===== src/hdl/ffd_pkg.sv =====
`default_nettype none

package ffd_pkg;

	typedef logic [1:0] reg_idx_t;

	localparam reg_idx_t REG_DELAY_TARGET  = 2'd0;
	localparam reg_idx_t REG_FEEDBACK_GAIN = 2'd1;
	localparam reg_idx_t REG_BUFFER_LENGTH = 2'd2;

	localparam int          DELAY_W     = 24;
	localparam logic [23:0] DELAY_RESET = 24'd256;

	typedef struct packed {
		logic load;
		logic step;
	} ramp_ctl_t;

	function automatic logic signed [15:0] sat16(input logic signed [17:0] v);
		logic signed [15:0] r;
		if (v > 18'sd32767) begin
			r = 16'sh7fff;
		end else if (v < -18'sd32768) begin
			r = -16'sh8000;
		end else begin
			r = v[15:0];
		end
		return r;
	endfunction

endpackage

`default_nettype wire


===== src/hdl/ffd_ramp.sv =====
`default_nettype none

module ffd_ramp #(
	parameter int RAMP_STEPS = 1024
) (
	input  wire logic                 clk,
	input  wire logic                 arst_n,
	input  wire ffd_pkg::ramp_ctl_t   ctl,
	input  wire logic [23:0]          delay_target,
	output      logic [23:0]          cur_delay
);
	import ffd_pkg::*;

	localparam int          RW          = $clog2(RAMP_STEPS + 1);
	localparam int          RECIP_SHIFT = DELAY_W + $clog2(RAMP_STEPS);
	localparam logic [63:0] RECIP_FULL  =
		((64'd1 << RECIP_SHIFT) + 64'(RAMP_STEPS) - 64'd1) / 64'(RAMP_STEPS);
	localparam logic [25:0] RECIP       = RECIP_FULL[25:0];

	logic [23:0]        seen_q;
	logic [23:0]        cur_q;
	logic signed [24:0] inc_q;
	logic [RW-1:0]      rem_q;

	logic               chg_s1;
	logic               neg_s1;
	logic [49:0]        prod_s1;

	logic signed [24:0] diff;
	logic [24:0]        diff_abs;
	logic [23:0]        quot;
	logic signed [24:0] inc_new;
	logic signed [24:0] inc_eff;
	logic [RW-1:0]      rem_eff;
	logic [RW-1:0]      rem_dec;
	logic signed [24:0] cur_sum;

	assign diff     = $signed({1'b0, delay_target}) - $signed({1'b0, cur_q});
	assign diff_abs = diff[24] ? 25'(-diff) : 25'(diff);

	always_ff @(posedge clk) begin
		if (ctl.load) begin
			chg_s1  <= (delay_target != seen_q);
			neg_s1  <= diff[24];
			prod_s1 <= diff_abs[23:0] * RECIP;
		end
	end

	assign quot    = 24'(prod_s1 >> RECIP_SHIFT);
	assign inc_new = neg_s1 ? -$signed({1'b0, quot}) : $signed({1'b0, quot});
	assign inc_eff = chg_s1 ? inc_new : inc_q;
	assign rem_eff = chg_s1 ? RW'(RAMP_STEPS) : rem_q;
	assign rem_dec = rem_eff - RW'(1);
	assign cur_sum = $signed({1'b0, cur_q}) + inc_eff;

	always_ff @(posedge clk or negedge arst_n) begin
		if (!arst_n) begin
			seen_q <= DELAY_RESET;
			cur_q  <= DELAY_RESET;
			inc_q  <= '0;
			rem_q  <= '0;
		end else if (ctl.step) begin
			if (chg_s1) begin
				seen_q <= delay_target;
				inc_q  <= inc_new;
			end
			if (rem_eff != '0) begin
				rem_q <= rem_dec;
				if (rem_dec != '0) begin
					cur_q <= cur_sum[23:0];
				end else begin
					cur_q <= chg_s1 ? delay_target : seen_q;
				end
			end else begin
				rem_q <= rem_eff;
			end
		end
	end

	assign cur_delay = cur_q;

endmodule

`default_nettype wire


===== config.mk =====
export PLATFORM = sky130hd
export DESIGN_NAME = ffd_ramp
export DESIGN_NICKNAME = d
export VERILOG_FILES = /design/src/hdl/ffd_pkg.sv /design/src/hdl/ffd_ramp.sv
export SDC_FILE = /design/constraint.sdc
export NUM_CORES = 1
export LEC_CHECK = 0
export ABC_AREA = 1
export BUFFER_PORTS_ARGS = -buffer_cell sky130_fd_sc_hd__buf_2
export CAP_MARGIN = 10
export CORE_ASPECT_RATIO = 1.75
export CORE_UTILIZATION = 35
export DETAILED_ROUTE_END_ITERATION = 8
export GPL_TIMING_DRIVEN = 0
export HOLD_SLACK_MARGIN = 0.08
export PLACE_DENSITY_LB_ADDON = 0.15
export RECOVER_POWER = 50
export SETUP_SLACK_MARGIN = 0.3
export SLEW_MARGIN = 5
export SYNTH_ARGS = -nofsm -noshare
export SYNTH_HDL_FRONTEND = slang
export SYNTH_SLANG_ARGS = --single-unit

===== constraint.sdc =====
create_clock -name clk -period 5 [get_ports clk]
set_input_delay 0 -clock clk [delete_from_list [all_inputs] [get_ports clk]]
set_output_delay 0 -clock clk [all_outputs]
set_load 0.01 [all_outputs]

==> results of run 1 <==
-- metrics by stage --
stage | cells | area [um2] | hold slack, ns | util [%] | setup WS, ns
3_5_place_dp | 1789 | 9730 | 0.0114 | 38.4 | 0.717
4_1_cts | 1830 | 10300 | 0.0881 | 40.7 | 0.699
3_3_place_gp | 1788 | 9700 | 0.301 | 38.3 | 0.671
2_1_floorplan | 1422 | 9060 | -0.296 | - | 1.81
6_report | 1830 | 10300 | 0.0774 | 40.5 | 0.720
5_1_grt | 1830 | 10300 | 0.125 | 40.5 | 0.207
-- flip-flops by register name, summed over array words and instances, names as in the netlist --
name and cells:
neg_s1 1, rem_q 11, seen_q 24, inc_q 24, prod_s1 14, cur_delay 24, chg_s1 1
-- metal layers --
metal / vias up / share of wire [%] / global-route usage, %
met2: 212 / 56 / 50.4
met5: - / 0 / 0
met4: 0 / 5.3 / 14.0
met3: 78 / 2.6 / 2.63
met1: 4246 / 36 / 26.0
li1: 4685 / - / -
-- power by group --
group	total, mW	switching, mW	internal, mW	leakage (nW)
logic	5.08	3.37	1.71	4.19
clock network	0.790	0.347	0.442	0.150
registers	1.46	0.309	1.15	1.14
-- kinds of logic after synthesis --
| kind of cell | after synthesis |
|---|---|
| xor+xnor | 68 |
| flops | 99 |
| compound gates | 193 |
| buf+inv | 255 |
| simple gates | 752 |
| fa+ha+maj | 55 |
-- path summary, 6_finish.rpt --
kind                       startpoint             to  slack [ns]  depth (start not counted)
setup reg to reg               chg_s1  cur_delay[14]        0.72                         19
setup / recovery               chg_s1  cur_delay[14]        0.72                         19
max in group asynchronous      arst_n      seen_q[5]        1.04                          3
hold / removal                 ctl[0]       rem_q[1]        0.08                          2
hold reg to reg              inc_q[0]       inc_q[0]        0.49                          2
min in group asynchronous      arst_n      inc_q[17]        0.74                          2
-- cells in the final DEF (no fill, tap or decap), types with 3 or more instances in the layout --
cell type and n:
nand2_1 478, inv_1 217, nor2_1 111, o21ai_0 102
nand3_1 102, dfrtp_1 81, a21oi_1 54, ha_1 53
xor2_1 48, buf_2 44, clkbuf_1 40, dlygate4sd3_1 25
xnor2_1 18, edfxtp_1 16, nand4_1 15, nor3_1 11
clkbuf_16 9, nor4_1 8, o22ai_1 7, nand3b_1 6
o31ai_1 5, nor2_2 5, o21ai_1 5, o211ai_1 4
nand2_2 3, a221oi_1 3, nand2_4 3, a31oi_1 3
-- area by class of cell --
type	count	share of cell area, %
Buffer	36	1.56
Multi-Input combinational cell	1068	53.7
Sequential cell	99	24.9
Clock buffer	11	2.27
Tap cell	316	3.85
Clock inverter	5	0.828
Timing Repair Buffer	76	4.82
Inverter	219	8.03
-- what timing repair did --
item | in CTS | in global routing
hold buffers | 25 | 0
buffers inserted | 0 | 0
gates resized for setup | 0 | 1
hold endpoints to repair | 120 | 0
endpoints found under the setup margin | 0 | 1
==> results.yml, run 1 <==
status:
  status: "finished with violations"
  violations: "capacitance limit, slew limit"
sta:
  max_freq_mhz: 234
  drv_slew: 86
  hold_viol: 0
  setup_violations: 0
  tns_ns: 0
  max_slew_margin_pct: -57.7
  fin_skew_ns: 0.0154
  tightestPinTransition_ns: 2.37
  rsz0062_at_grt: "false"
  min_period_ns: 4.28
  period_share_pct: 85.6
worst_setup_path:
  slowest_delay_ns: 0.53
  worstSetupPathType: "reg -> reg"
  cp-end-kind: "register"
  cp_cell_sequence: "buf_6, inv_4, buf_6, clkbuf_1, clkbuf_1, o21ai_0, ha_1, fa_1, nand3_1, nand2_1, a21boi_0, inv_1, nand2_1, nand2_1, a21oi_1, xor2_1, nand2_1, nand3_1, nand2_1"
  required_ns: 5.27
  start_kind: "register"
  worstPathArrival_ns: 4.55
  cp_slowest_cell: "clkbuf_1"
  path_buf_inv: 6
  path_delay_family: "buffers and inverters"
  crit_path_frequent_cell: "nand2_1"
  path_max_fanout: 10
placed_design:
  gp_congestion: 0.997
  numPortBuffers: 50
  dpl.hpwl_mm: 28.0
die:
  fp.dieArea_mm2: 0.0266
  die_h_um: 215
  die_x_um: 124
  start_util_pct: 35.8
  coreArea_mm2: 0.0253
  ios: 52
  rows: 77
clock_tree:
  worstSkewPairLatency_ns: 0.38
  cts_tree: "built"
  clockRootBuffer: "clkbuf_16"
  cts_sinks: 99
  htreeDepth: 3
  cts_buffer_depth: 2
  clk_pin_slew_ns: 0.08
  numCtsBuffers: 9
layout:
  fin_nets: 1592
  multi_input_area_mm2: 0.00552
  fill_cells: 2787
  n_antenna_cell: 0
  area_growth_syn_to_layout_pct: 13.4
  layout-drive-gt1-share_pct: 5.75
  regArea_mm2: 0.00256
global_route:
  grt_pass1_wl_mm: 50.4
  overflow: 0
  antenna_found_initial: 0
  track_usage_pct: 26.0
  grt_pass1_vias: 9037
  grt_start_max_net_pins: 49
yosys:
  synth.cells.most_frequent: "nand2_1, inv_1, nor2_1, nand3_1, o21ai_0"
  synth-edff-count: 16
  synth_fa_ha_area_share_pct: 7.76
  syn_inst: 1422
  dominantRegCellSynth: "dfrtp_1"
  synth_top_family_by_area: "simple AND/OR/NAND/NOR gates"
  synth-compound-area-share_pct: 11.6
  synth_mux_area_share_pct: 0
  synth_area_per_cell_um2: 6.37
  syn-cell-area_mm2: 0.00906
  synth_fp_nets: 1505
  yosys-top-cells-area: "dfrtp_1, nand2_1, inv_1, ha_1, nand3_1"
  seq_area_frac_synth_pct: 28.3
  synth_cell_types: 47
  synth_top_area_share_pct: 22.4
  ys_ff_latch: 99
  synth_top_area_cell: "dfrtp_1"
  yosysWarnings: 0
  yosysMostFrequentCell: "nand2_1"
  synthArstFlopShare_pct: 83.8
  synth-xor-area-share_pct: 6.74
  synthSimpleGateAreaFrac_pct: 34.8
drt:
  vias: 9221
  wire_per_inst_um: 18.2
  drt_iter0_markers: 633
  viasPerCell: 5.04
  postRouteAntennaNets: 0
  wirelength_mm: 33.3
  drc: 0
  drtPass1Iterations: 5
pwr:
  p_leak_nw: 5.47
  fin_total_pwr_mw: 7.33
  power_density_mw_per_mm2: 714
  ir_drop_mv: 0.242
flow_run:
  maxCapViolCount: 2
worst_hold_path:
  min_path_type: "in -> reg"
No activity file was read; power rests on OpenSTA's default activity.
==> run 2: changes to the inputs <==
--- a/config.mk
+++ b/config.mk
@@ -11,9 +11,7 @@
 export CORE_ASPECT_RATIO = 1.75
 export CORE_UTILIZATION = 35
 export DETAILED_ROUTE_END_ITERATION = 8
-export GPL_TIMING_DRIVEN = 0
 export HOLD_SLACK_MARGIN = 0.08
-export PLACE_DENSITY_LB_ADDON = 0.15
 export RECOVER_POWER = 50
 export SETUP_SLACK_MARGIN = 0.3
 export SLEW_MARGIN = 5
==> results.yml, run 2 (same netlist as run 1, synthesis figures left out) <==
clock_tree:
  cts_sinks: 99
  htreeDepth: 3
  cts_buffer_depth: 2
  clk_pin_slew_ns: 0.07
  cts_tree: "built"
  clockRootBuffer: "clkbuf_16"
  worstSkewPairLatency_ns: 0.38
  numCtsBuffers: 9
die:
  rows: 77
  die_x_um: 124
  fp.dieArea_mm2: 0.0266
  start_util_pct: 35.8
  die_h_um: 215
  ios: 52
  coreArea_mm2: 0.0253
sta:
  period_share_pct: 86.8
  max_slew_margin_pct: -45.1
  hold_viol: 0
  rsz0062_at_grt: "false"
  drv_slew: 38
  tns_ns: 0
  max_freq_mhz: 230
  fin_ws_ns: 0.658
  tightestPinTransition_ns: 2.18
  min_period_ns: 4.34
  holdWs_ns: 0.170
  setup_violations: 0
  fin_skew_ns: 0.0131
layout:
  multi_input_area_mm2: 0.00552
  final_common_cell: "nand2_1"
  layout-drive-gt1-share_pct: 4.92
  n_antenna_cell: 0
  area_growth_syn_to_layout_pct: 11.7
  regArea_mm2: 0.00256
  fin_nets: 1562
  fin_cells: 1800
  final_util_pct: 39.9
  final_cell_mix: "nand2_1, inv_1, nor2_1"
  fill_cells: 2779
worst_setup_path:
  crit_path_frequent_cell: "nand2_1"
  worstSetupPathType: "reg -> reg"
  path_max_fanout: 6
  cp_cell_sequence: "inv_1, ha_1, inv_1, nor3_1, nand2_1, nor3_1, inv_1, nor3_1, a21oi_1, nor2_1, nor2_1, ha_1, nand2_1, nor3_1, nand4_1, nand3_1, xor2_1, nand2_1, nand2_1, nand2_1, nand2_1"
  required_ns: 5.31
  path_delay_family: "simple AND/OR/NAND/NOR gates"
  slowest_delay_ns: 0.55
  cp-end-kind: "register"
  cp_slowest_cell: "nor3_1"
  worstPathArrival_ns: 4.65
  start_kind: "register"
  path_buf_inv: 3
global_route:
  grt_pass1_wl_mm: 48.4
  overflow: 0
  grt_start_max_net_pins: 59
  grt_pass1_vias: 9073
  antenna_found_initial: 0
  track_usage_pct: 24.5
placed_design:
  numPortBuffers: 51
  preCtsSetupSlack_ns: 0.732
  place_inst: 1758
  dpl.hpwl_mm: 25.8
  gp_congestion: 0.952
drt:
  drt_iter0_markers: 559
  drtPass1Iterations: 5
  postRouteAntennaNets: 0
  wire_per_inst_um: 17.6
  viasPerCell: 5.10
  wirelength_mm: 31.6
  vias: 9184
  drc: 0
status:
  violations: "capacitance limit, slew limit"
  status: "finished with violations"
pwr:
  power_density_mw_per_mm2: 712
  ir_drop_mv: 0.211
  p_leak_nw: 5.38
worst_hold_path:
  min_path_type: "in -> reg"
flow_run:
  maxCapViolCount: 1
-- run 2: cell types whose count changed in the layout (fill, tap and decap cells not counted), sizes merged --
cell	delta
dlygate4sd3	+1
buf	-18
dlymetal6s4s	-1
clkbuf	-14
clkinvlp	+1
inv	+1
bufinv	-1
clkinv	+1
-- run 2: path summary, 6_finish.rpt --
| kind | startpoint | end | slack (ns) | depth (start not counted) |
|---|---|---|---|---|
| setup / recovery | prod_s1[34] | cur_delay[17] | 0.66 | 21 |
| setup reg to reg | prod_s1[34] | cur_delay[17] | 0.66 | 21 |
| hold reg to reg | inc_q[4] | inc_q[4] | 0.49 | 2 |
| hold / removal | delay_target[1] | seen_q[1] | 0.17 | 3 |
| max in group asynchronous | arst_n | cur_delay[7] | 2.05 | 3 |
| min in group asynchronous | arst_n | rem_q[3] | 0.79 | 2 |
-- run 2: what timing repair did --
action / 4_1_cts / 5_1_grt
setup buffers: 0 / 0
resized for setup: 0 / 0
hold buffers: 26 / 0
hold endpoints to repair: 80 / 0
-- run 2: worst min-delay path, stage by stage --
cell	delay (ns)
buf_2	0.16
inv_1	0.21
o21ai_0	0.12
-- run 2: area by class of cell --
type / instances / area share, %
clock buffer: 9 / 2.23
clock inverter: 7 / 0.754
inverter: 219 / 8.15
multi-input combinational: 1068 / 54.5
sequential: 99 / 25.3
tap: 316 / 3.91
timing repair buffer: 82 / 5.13
-- run 2: through the flow --
stage / power (mW) / cell area, um2
final: 7.20 / 10100
after global routing: 7.85 / 10100
after CTS: 7.20 / 10200
after detailed placement: 6.41 / 9590
after global placement: 6.41 / 9590
after floorplan: 4.94 / 9060
-- run 2: layer usage --
layer / up-vias / GRT usage, % / share of wire (%)
li1: 4626 / - / -
met1: 4217 / 24.5 / 36
met2: 249 / 45.7 / 54
met3: 92 / 3.08 / 3.6
met4: 0 / 16.0 / 6.4
met5: - / 0 / 0
-- run 2: power breakdown --
part,switching (mW),internal (mW),total [mW]
clock network,0.351,0.392,0.743
logic,3.28,1.70,4.98
registers,0.331,1.15,1.48
==> run 3: changes to the inputs <==
--- a/config.mk
+++ b/config.mk
@@ -9,9 +9,10 @@
 export BUFFER_PORTS_ARGS = -buffer_cell sky130_fd_sc_hd__buf_2
 export CAP_MARGIN = 10
 export CORE_ASPECT_RATIO = 1.75
-export CORE_UTILIZATION = 35
+export CORE_UTILIZATION = 61
 export DETAILED_ROUTE_END_ITERATION = 8
 export HOLD_SLACK_MARGIN = 0.08
+export PLACE_DENSITY = 0.8
 export RECOVER_POWER = 50
 export SETUP_SLACK_MARGIN = 0.3
 export SLEW_MARGIN = 5
==> results.yml, run 3 (same netlist as run 1, synthesis figures left out) <==
sta:
  tns_ns: 0
  fin_skew_ns: 0.0123
  fin_ws_ns: 0.863
  hold_viol: 0
  rsz0062_at_grt: "false"
  max_slew_margin_pct: -43.2
  max_freq_mhz: 242
  min_period_ns: 4.14
  setup_violations: 0
  tightestPinTransition_ns: 2.15
  drv_slew: 84
  period_share_pct: 82.7
  holdWs_ns: 0.490
clock_tree:
  clockRootBuffer: "clkbuf_16"
  post_cts_buffers: 0
  numCtsBuffers: 9
  htreeDepth: 3
  cts_buffer_depth: 2
  cts_tree: "built"
  clk_pin_slew_ns: 0.08
  cts_sinks: 99
  worstSkewPairLatency_ns: 0.36
global_route:
  overflow: 0
  track_usage_pct: 41.3
  antenna_found_initial: 0
  grt_start_max_net_pins: 84
  grt_pass1_vias: 9294
  grt_pass1_wl_mm: 46.7
pwr:
  power_density_mw_per_mm2: 733
  ir_drop_mv: 0.349
  fin_total_pwr_mw: 7.29
  combPwrFrac_pct: 69.2
  p_seq_share_pct: 20.8
  p_leak_nw: 5.39
  power.switching_mw: 4.04
  netSwitchingFraction_pct: 55.4
  clkPwrFrac_pct: 9.9
  p_int_mw: 3.26
placed_design:
  dpl.hpwl_mm: 24.2
  preCtsSetupSlack_ns: 0.882
  numPortBuffers: 51
  gp_congestion: 1.10
worst_setup_path:
  cp_slowest_cell: "ha_1"
  cp-end-kind: "register"
  start_kind: "register"
  r2r-end: "cur_delay[22]"
  slowest_delay_ns: 0.43
  worstPathArrival_ns: 4.43
  ff2ff_setup_slack_ns: 0.86
  rr_worst_depth: 23
  cp_cell_sequence: "inv_1, ha_1, inv_1, nor3_1, nand2_1, nor3_1, inv_1, nor3_1, a21oi_1, nor2_1, a21oi_1, ha_1, nand2_1, nor3_1, nand2_1, inv_1, nand4_1, nand3_1, xor2_1, nand2_1, nand2_1, nand2_1, nand2_1"
  crit_path_frequent_cell: "nand2_1"
  cp-startpoint: "prod_s1[34]"
  path_depth: 23
  worstSetupPathType: "reg -> reg"
  required_ns: 5.30
  reg2reg_from: "prod_s1[34]"
  path_max_fanout: 6
  endpoint: "cur_delay[22]"
  path_buf_inv: 4
  path_delay_family: "simple AND/OR/NAND/NOR gates"
status:
  violations: "capacitance limit, slew limit"
  status: "finished with violations"
drt:
  wirelength_mm: 30.6
  drt_iter0_markers: 672
  viasPerCell: 5.74
  postRouteAntennaNets: 0
  drc: 0
  wire_per_inst_um: 18.4
  drtPass1Iterations: 6
  vias: 9544
die:
  fp.dieArea_mm2: 0.0154
  coreArea_mm2: 0.0144
  die_x_um: 94.1
  die_h_um: 163
  ios: 52
  rows: 58
  start_util_pct: 62.7
layout:
  final_common_cell: "nand2_1"
  layout-drive-gt1-share_pct: 4.99
  fin_nets: 1563
  area_growth_syn_to_layout_pct: 9.93
  final_cell_mix: "nand2_1, inv_1, nor2_1"
  n_antenna_cell: 0
flow_run:
  maxCapViolCount: 1
worst_hold_path:
  min_path_type: "reg -> reg"
[run 3: cell type report]
| class | count | area [um2] |
|---|---|---|
| Inverter | 219 | 825 |
| Sequential cell | 99 | 2560 |
| Clock buffer | 10 | 233 |
| Timing Repair Buffer | 83 | 533 |
| Multi-Input combinational cell | 1068 | 5520 |
| Tap cell | 180 | 225 |
| Fill cell | 1350 | 4480 |
| Clock inverter | 5 | 61.3 |
[run 3: worst register-to-register path, cell delays in order, from the launching register on]
cell and delay (ns):
edfxtp_1 0.39, inv_1 0.11, ha_1 0.15, inv_1 0.05
nor3_1 0.21, nand2_1 0.11, nor3_1 0.29, inv_1 0.07
nor3_1 0.19, a21oi_1 0.15, nor2_1 0.34, a21oi_1 0.10
ha_1 0.43, nand2_1 0.11, nor3_1 0.29, nand2_1 0.09
inv_1 0.13, nand4_1 0.25, nand3_1 0.21, xor2_1 0.15
nand2_1 0.06, nand2_1 0.10, nand2_1 0.05, nand2_1 0.06
[run 3: power by group through the flow]
stage / Combinational, mW / Clock (mW) / Sequential, mW
2_1_floorplan: 3.55 / 0 / 1.40
3_3_place_gp: 4.86 / 0 / 1.50
3_5_place_dp: 4.92 / 0 / 1.51
4_1_cts: 4.97 / 0.724 / 1.49
5_1_grt: 5.59 / 0.761 / 1.53
6_report: 5.05 / 0.726 / 1.52
[run 3: worst min-delay path by stage]
stage / startpoint / to / slack [ns] / cells past startpoint
2_1_floorplan: arst_n / cur_delay[0] / -0.30 / 0
3_5_place_dp: arst_n / rem_q[5] / 0.26 / 1
5_1_grt: inc_q[2] / inc_q[2] / 0.51 / 2
4_1_cts: arst_n / rem_q[5] / 0.43 / 2
3_3_place_gp: arst_n / rem_q[6] / 0.26 / 1
6_report: inc_q[4] / inc_q[4] / 0.49 / 2
[run 3: metal layers]
metal | GRT usage, % | vias up | routed length (um)
li1 | - | 4627 | -
met1 | 40.4 | 4343 | 10500
met2 | 73.3 | 417 | 15300
met3 | 6.28 | 157 | 1790
met4 | 37.1 | 0 | 3110
met5 | 0 | - | 0
[run 3: repair_timing]
action | CTS | global route
resized for setup | 0 | 1
endpoints found under the setup margin | 0 | 1
endpoints found under the hold margin | 126 | 0
hold buffers | 27 | 0
[run 3: metrics by stage]
step / instances / area, um2 / utilization (%)
2_1_floorplan: 1422 / 9060 / -
3_3_place_gp: 1622 / 9420 / 65.2
3_5_place_dp: 1622 / 9420 / 65.2
4_1_cts: 1664 / 9990 / 69.1
5_1_grt: 1664 / 9960 / 69.0
6_report: 1664 / 9960 / 69.0
